**config.mk**
```make
export PLATFORM = sky130hd
export DESIGN_NAME = dual_down_counter_timer
export DESIGN_NICKNAME = d
export VERILOG_FILES = /design/src/hw/rtl/ddt_pkg.sv /design/src/hw/rtl/ddt_timer.sv /design/src/hw/rtl/ddt_decode.sv /design/src/hw/rtl/dual_down_counter_timer.sv
export SDC_FILE = /design/constraint.sdc
export NUM_CORES = 1
export LEC_CHECK = 0
export BUFFER_PORTS_ARGS = -buffer_cell sky130_fd_sc_hd__clkbuf_2
export CORE_ASPECT_RATIO = 0.75
export CORE_UTILIZATION = 34
export CTS_CLUSTER_DIAMETER = 50
export DETAILED_ROUTE_END_ITERATION = 12
export SLEW_MARGIN = 40
export SYNTH_ARGS = -nofsm -noshare
export SYNTH_HDL_FRONTEND = slang
export SYNTH_HIERARCHICAL = 1
export SYNTH_SLANG_ARGS = --single-unit
```
**constraint.sdc**
```tcl
create_clock -name clk -period 3 [get_ports clk]
set_input_delay 0.15 -clock clk [delete_from_list [all_inputs] [get_ports clk]]
set_output_delay 0.15 -clock clk [all_outputs]
set_load 0.02 [all_outputs]
```
**src/hw/rtl/ddt_pkg.sv**
```systemverilog
`timescale 1ns / 1ps
`default_nettype none

package ddt_pkg;

  typedef enum logic [1:0] {
    REQ_READ  = 2'd0,
    REQ_WRITE = 2'd1,
    REQ_TICK  = 2'd2
  } req_kind_t;

  typedef enum logic [2:0] {
    REG_LOAD    = 3'd0,
    REG_VALUE   = 3'd1,
    REG_CONTROL = 3'd2,
    REG_INTCLR  = 3'd3,
    REG_RIS     = 3'd4,
    REG_MIS     = 3'd5,
    REG_BGLOAD  = 3'd6
  } reg_idx_t;

  localparam logic [1:0] SIZE_BYTE = 2'd0;
  localparam logic [1:0] SIZE_HALF = 2'd1;

  localparam logic [1:0] PRE_DIV16  = 2'd1;
  localparam logic [1:0] PRE_DIV256 = 2'd2;

  localparam int CTL_ONESHOT  = 0;
  localparam int CTL_WIDE     = 1;
  localparam int CTL_IE       = 5;
  localparam int CTL_PERIODIC = 6;
  localparam int CTL_ENABLE   = 7;

  localparam logic [7:0]  CTL_RESET   = 8'h20;
  localparam logic [31:0] LOAD_RESET  = 32'hFFFF_FFFF;
  localparam logic [11:0] ID_BASE     = 12'hFE0;
  localparam logic [11:0] TIMER_LIMIT = 12'h040;
  localparam logic [31:0] KEEP_BYTE   = 32'hFFFF_FF00;
  localparam logic [31:0] KEEP_HALF   = 32'hFFFF_0000;

  typedef struct packed {
    logic [1:0]  req_type;
    logic [11:0] offset;
    logic [31:0] write_data;
    logic [1:0]  access_size;
  } req_t;

  typedef struct packed {
    logic [31:0] read_data;
    logic        bad_offset;
    logic        irq_first;
    logic        irq_second;
  } rsp_t;

  typedef struct packed {
    logic        tick;
    logic        wr_load;
    logic        wr_ctl;
    logic        start;
    logic        clr;
    logic [31:0] wdata;
    logic [31:0] keep;
  } tmr_cmd_t;

  typedef struct packed {
    logic [31:0] load;
    logic [31:0] count;
    logic [7:0]  ctl;
    logic        raw;
    logic        irq_next;
  } tmr_stat_t;

  function automatic logic [31:0] reload_of(input logic [7:0] ctl, input logic [31:0] load);
    logic [31:0] v;
    v = (ctl[CTL_ONESHOT] || ctl[CTL_PERIODIC]) ? load : LOAD_RESET;
    if (!ctl[CTL_WIDE]) begin
      v = {16'h0000, v[15:0]};
    end
    return v;
  endfunction

  function automatic logic [7:0] pre_limit(input logic [1:0] sel);
    logic [7:0] l;
    case (sel)
      PRE_DIV16:  l = 8'd15;
      PRE_DIV256: l = 8'd255;
      default:    l = 8'd0;
    endcase
    return l;
  endfunction

  function automatic logic [7:0] id_byte(input logic [2:0] idx);
    logic [7:0] b;
    case (idx)
      3'd0:    b = 8'h04;
      3'd1:    b = 8'h18;
      3'd2:    b = 8'h14;
      3'd4:    b = 8'h0D;
      3'd5:    b = 8'hF0;
      3'd6:    b = 8'h05;
      3'd7:    b = 8'hB1;
      default: b = 8'h00;
    endcase
    return b;
  endfunction

endpackage

`default_nettype wire

```
**src/hw/rtl/ddt_timer.sv**
```systemverilog
`timescale 1ns / 1ps
`default_nettype none

module ddt_timer (
  input  wire                 clk,
  input  wire                 rst,
  input  wire                 en,
  input  ddt_pkg::tmr_cmd_t   cmd,
  output ddt_pkg::tmr_stat_t  stat
);
  import ddt_pkg::*;

  logic [31:0] load, load_next;
  logic [31:0] count, count_next;
  logic [7:0]  ctl, ctl_next;
  logic        raw, raw_next;
  logic [7:0]  pre, pre_next;

  always_comb begin
    load_next  = cmd.wr_load ? ((load & cmd.keep) | (cmd.wdata & ~cmd.keep)) : load;
    ctl_next   = cmd.wr_ctl ? cmd.wdata[7:0] : ctl;
    raw_next   = cmd.clr ? 1'b0 : raw;
    count_next = count;
    pre_next   = pre;
    // a load or control write restarts a running timer
    if (cmd.start && ctl_next[CTL_ENABLE]) begin
      count_next = reload_of(ctl_next, load_next);
      pre_next   = 8'd0;
    end
    if (cmd.tick && ctl[CTL_ENABLE]) begin
      if (pre < pre_limit(ctl[3:2])) begin
        pre_next = pre + 8'd1;
      end else begin
        pre_next = 8'd0;
        if (count > 32'd1) begin
          count_next = count - 32'd1;
        end else begin
          raw_next = 1'b1;
          if (ctl[CTL_ONESHOT]) begin
            count_next           = 32'd0;
            ctl_next[CTL_ENABLE] = 1'b0;
          end else begin
            count_next = reload_of(ctl, load);
          end
        end
      end
    end
  end

  always_ff @(posedge clk) begin
    if (rst) begin
      load  <= LOAD_RESET;
      count <= 32'd0;
      ctl   <= CTL_RESET;
      raw   <= 1'b0;
      pre   <= 8'd0;
    end else if (en) begin
      load  <= load_next;
      count <= count_next;
      ctl   <= ctl_next;
      raw   <= raw_next;
      pre   <= pre_next;
    end
  end

  always_comb begin
    stat.load     = load;
    stat.count    = count;
    stat.ctl      = ctl;
    stat.raw      = raw;
    stat.irq_next = raw_next & ctl_next[CTL_ENABLE] & ctl_next[CTL_IE];
  end

endmodule

`default_nettype wire

```
**src/hw/rtl/ddt_decode.sv**
```systemverilog
`timescale 1ns / 1ps
`default_nettype none

module ddt_decode #(
  parameter int NUM_TIMERS = 2
) (
  input  ddt_pkg::req_t             req,
  input  ddt_pkg::tmr_stat_t [1:0]  stat,
  output ddt_pkg::tmr_cmd_t  [1:0]  cmd,
  output logic [31:0]               read_data,
  output logic                      bad_offset
);
  import ddt_pkg::*;

  logic        is_rd, is_wr, is_id, in_range, tsel;
  logic [31:0] keep, v;
  logic        rd_bad, wr_bad;
  reg_idx_t    ridx;
  tmr_stat_t   s;

  assign is_rd    = req.req_type == REQ_READ;
  assign is_wr    = req.req_type == REQ_WRITE;
  assign is_id    = req.offset >= ID_BASE;
  assign tsel     = req.offset[5];
  assign in_range = (req.offset < TIMER_LIMIT) && (int'(tsel) < NUM_TIMERS);
  assign ridx     = reg_idx_t'(req.offset[4:2]);
  assign s        = stat[tsel];

  always_comb begin
    case (req.access_size)
      SIZE_BYTE: keep = KEEP_BYTE;
      SIZE_HALF: keep = KEEP_HALF;
      default:   keep = 32'd0;
    endcase
  end

  always_comb begin
    v      = 32'd0;
    rd_bad = 1'b0;
    if (is_id) begin
      v = {24'd0, id_byte(req.offset[4:2])};
    end else begin
      case (ridx)
        REG_LOAD, REG_BGLOAD: v = s.load;
        REG_VALUE:            v = s.ctl[CTL_ENABLE] ? s.count : 32'd0;
        REG_CONTROL:          v = {24'd0, s.ctl};
        REG_RIS:              v = {31'd0, s.raw};
        REG_MIS:              v = {31'd0, s.raw & s.ctl[CTL_IE]};
        default:              rd_bad = 1'b1;
      endcase
    end
  end

  always_comb begin
    case (ridx)
      REG_LOAD, REG_VALUE, REG_CONTROL, REG_INTCLR, REG_BGLOAD: wr_bad = 1'b0;
      default:                                                   wr_bad = 1'b1;
    endcase
  end

  always_comb begin
    read_data  = 32'd0;
    bad_offset = 1'b0;
    if (is_rd || is_wr) begin
      if (!is_id && !in_range) begin
        bad_offset = 1'b1;
      end else if (is_rd) begin
        bad_offset = rd_bad;
        read_data  = rd_bad ? 32'd0 : (v & ~keep);
      end else if (!is_id) begin
        bad_offset = wr_bad;
      end
    end
  end

  always_comb begin
    for (int t = 0; t < 2; t++) begin
      logic hit;
      hit = is_wr && !is_id && in_range && (tsel == t[0]);
      cmd[t].tick    = req.req_type == REQ_TICK;
      cmd[t].wr_load = hit && (ridx == REG_LOAD || ridx == REG_BGLOAD);
      cmd[t].wr_ctl  = hit && (ridx == REG_CONTROL);
      cmd[t].start   = hit && (ridx == REG_LOAD || ridx == REG_CONTROL);
      cmd[t].clr     = hit && (ridx == REG_INTCLR);
      cmd[t].wdata   = req.write_data;
      cmd[t].keep    = keep;
    end
  end

endmodule

`default_nettype wire

```
**src/hw/rtl/dual_down_counter_timer.sv**
```systemverilog
`timescale 1ns / 1ps
`default_nettype none
// Dual down-counting timer with a bus-style register map.
// Request channel (req_valid/req_ready/req): each request is a register read,
// a masked byte/halfword/word write, or one reference clock tick. Offsets
// 0x00-0x1F address timer 0, 0x20-0x3F timer 1, 0xFE0-0xFFC the ID bytes.
// Response channel (rsp_valid/rsp_ready/rsp): exactly one response per
// request, in order, carrying read data, the bad offset flag and both
// interrupt lines as they stand after the request has taken effect.
// An accepted request sits in the input register, and its response is then
// captured in the response register. Throughput is one request per cycle
// while the receiver does not stall; the decode sits combinationally between
// the two registers, and both timers update when the response is captured.
// Reset (rst, synchronous): both stages empty, each timer disabled with
// load all ones, count zero, interrupt enable set, raw flag clear.
// When the receiver stalls, the response holds and one more request is
// taken into the input register; req_ready then drops until rsp_ready
// returns.
module dual_down_counter_timer #(
  parameter int NUM_TIMERS = 2
) (
  input  wire            clk,
  input  wire            rst,
  input  wire            req_valid,
  output logic           req_ready,
  input  ddt_pkg::req_t  req,
  output logic           rsp_valid,
  input  wire            rsp_ready,
  output ddt_pkg::rsp_t  rsp
);
  import ddt_pkg::*;

  req_t                req_q;
  logic                req_q_valid;
  rsp_t                rsp_q;
  logic                advance;
  tmr_stat_t [1:0]     stat;
  tmr_cmd_t  [1:0]     cmd;
  logic [31:0]         rdata;
  logic                bad;

  assign advance   = req_q_valid && (!rsp_valid || rsp_ready);
  assign req_ready = !req_q_valid || advance;

  always_ff @(posedge clk) begin
    if (rst) begin
      req_q_valid <= 1'b0;
    end else if (req_ready) begin
      req_q_valid <= req_valid;
    end
  end

  always_ff @(posedge clk) begin
    if (req_ready && req_valid) begin
      req_q <= req;
    end
  end

  ddt_decode #(.NUM_TIMERS(NUM_TIMERS)) u_decode (
    .req        (req_q),
    .stat       (stat),
    .cmd        (cmd),
    .read_data  (rdata),
    .bad_offset (bad)
  );

  for (genvar t = 0; t < 2; t++) begin : g_tmr
    if (t < NUM_TIMERS) begin : g_on
      ddt_timer u_timer (
        .clk  (clk),
        .rst  (rst),
        .en   (advance),
        .cmd  (cmd[t]),
        .stat (stat[t])
      );
    end else begin : g_off
      assign stat[t] = '0;
    end
  end

  always_ff @(posedge clk) begin
    if (rst) begin
      rsp_valid <= 1'b0;
    end else if (advance) begin
      rsp_valid <= 1'b1;
    end else if (rsp_ready) begin
      rsp_valid <= 1'b0;
    end
  end

  always_ff @(posedge clk) begin
    if (advance) begin
      rsp_q.read_data  <= rdata;
      rsp_q.bad_offset <= bad;
      rsp_q.irq_first  <= stat[0].irq_next;
      rsp_q.irq_second <= stat[1].irq_next;
    end
  end

  assign rsp = rsp_q;

endmodule

`default_nettype wire

```
==> qor.tcl <==
set qor(post_synth.cell_area_avg_um2) 8.628
set qor(die-height_um) 191.8
set qor(antenna_found_initial) 0
set qor(insertion_delay_ps) 590
set qor(core.rowCount) 69
set qor(fmaxAchievable_mhz) 346.5
set qor(power.density_nw_per_um2) 449.4
set qor(effective_utilization_at_floorplan_pct) 34.46
set qor(synth.yosys.warnings) 6
set qor(finish.utilization_pct) 39.10
set qor(total_leakage_power_nw) 6.890
set qor(grt_use_total_pct) 22.24
set qor(dieWidth_um) 255.1
set qor(layout.cells.most_common_list) {190 x nor2_1, 164 x dfxtp_1, 128 x mux2i_1, 126 x a21oi_1, 114 x nand2_1}
set qor(layout-drive-gt1-share_pct) 15.81
set qor(worst_ep_arrival_time_ps) 3370
set qor(min-delay-path-class) {input pin to flip-flop}
set qor(grt_max_degree) 54
set qor(fin_nets) 2005
set qor(worst_setup_hold_path_clk_slew_ps) 60
set qor(overflow) 0
set qor(setup_viol) 0
set qor(drt_wl_total_mm) 54.89
set qor(cap_viol_max_count) 0
set qor(total_setup_buffers_inserted_after_cts) 0
set qor(critical_path_required_ps) 3490
set qor(syn_inst) 1893
set qor(grt_first_pass_wirelength_mm) 84.21
set qor(pin_count) 89
set qor(ctsHtreeMaxLevel) 1
set qor(ant_nets) 0
set qor(die_area_um2) 48930
set qor(io_buffers) 86
set qor(drc) 0
set qor(layout_worst_path_cycle_share_pct) 96.19
set qor(routed_wire_length_per_instance_um) 21.16
set qor(hold_viol_final) 0
set qor(final-instance-count-excl-fill) 2594
set qor(cts_sinks) 245
set qor(grt_pass1_vias) 14160
set qor(antenna_cells) 0
set qor(cts-buffers-inserted) 30
set qor(period_needed_ps) 2886
set qor(vias_per_cell) 5.761
set qor(drt_pass1_iterations) 5
set qor(core_area_um2) 47400
set qor(worstSetupStartpointType) {flip-flop}
set qor(cts_tree) {built}
set qor(power_w) 0.008328
set qor(max_slew.worst_pin.slew_ps) 774.9
set qor(detail_route.iter0.violations) 1648
set qor(count_of_pins_over_their_slew_limit) 0
set qor(vdd.ir_drop.worst_mv) 0.3934
set qor(synth.cell_area_um2) 16330
set qor(timing.critical_path.fanout_max) 13
set qor(crit_type) {flip-flop to flip-flop}
set qor(detailedPlacementHpwl_mm) 40.07
set qor(detailroute.via_count) 14940
set qor(finalClockSkew_ps) 22.91
set qor(result_of_the_run) {complete, no violations}
set qor(worst_slew_margin_pct) 48.15
set qor(syn_to_final_growth_pct) 13.46
set qor(gp_congestion) 0.9466
set qor(cts.root.buffer_cell) {clkbuf_16}
set qor(crit_path_end_kind) {flip-flop}
set qor(numPlacedInstances) 2489
set qor(mostFrequentLayoutCell) {nor2_1}
set qor(ctsLongestPathBuffers) 3
==> metrics by stage <==
stage               setup WS, ps  area, um2  hold WS, ps  TNS (ps)
floorplan                  15.92      16390        212.4         0
global placement           36.77      17020        327.7         0
detailed placement        -38.32      17020        328.6    -38.32
CTS                        20.03      18470        15.79         0
global route              -53.39      18530        44.44    -465.5
finish                     114.2      18530        29.89         0
==> what timing repair did <==
| item | 4_1_cts | 5_1_grt |
|---|---|---|
| hold endpoints to repair | 48 | 0 |
| gates resized for setup | 2 | 14 |
| pin swaps | 0 | 2 |
| endpoints found under the setup margin | 2 | 51 |
| hold buffers | 49 | 0 |
==> where the power goes <==
group          total [W]  internal [W]  switching, W
sequential       0.00363       0.00351      0.000117
clock            0.00356       0.00196       0.00161
combinational    0.00113      0.000441      0.000694
==> registers in the layout (all words and copies together), names as in the netlist <==
signal	cells
g_tmr.g_on.u_timer/count	64
req_q	46
rsp_valid	1
g_tmr.g_on.u_timer/load	64
rsp	35
g_tmr.g_on.u_timer/raw	2
g_tmr.g_on.u_timer/pre	16
g_tmr.g_on.u_timer/ctl	16
req_q_valid	1
==> layout make-up <==
class | instances | area [um2]
clock buffers | 34 | 765.7
clock inverters | 22 | 186.4
fillers | 4736 | 28870
inverters | 35 | 131.4
multi-input cells | 1375 | 9105
flip-flops and latches | 245 | 5715
well taps | 639 | 799.5
repair buffers | 244 | 1828
==> worst max-delay path, stage by stage, from the launching register on <==
cell      delay (ps)
edfxtp_1         450
nor4_4           360
nand4_1          140
or3_4            360
nor2_2           120
buf_4            170
and3_4           200
o21ai_4           80
buf_8            160
buf_4            150
a21o_1           150
a21oi_1          160
a21oi_1           50
a311oi_1         230
==> worst paths after layout <==
path	startpoint	to	slack, ps	cells past startpoint
worst max-delay path	req_q[45]	g_tmr[1].g_on.u_timer/count[17]	110	13
worst min-delay path	rst	g_tmr[1].g_on.u_timer/pre[4]	30	2
worst max register to register	req_q[45]	g_tmr[1].g_on.u_timer/count[17]	110	13
worst min register to register	g_tmr[1].g_on.u_timer/ctl[4]	g_tmr[1].g_on.u_timer/ctl[4]	460	2
==> layer usage <==
layer / global-route usage, % / part of all wire, % / vias up
met5: 0 / 0 / -
met4: 5.251 / 2.5 / 0
met3: 5.109 / 9.5 / 87
met2: 33.29 / 42 / 694
met1: 32.02 / 46 / 7273
li1: - / - / 6890
Power figures use the tool's default switching activity.
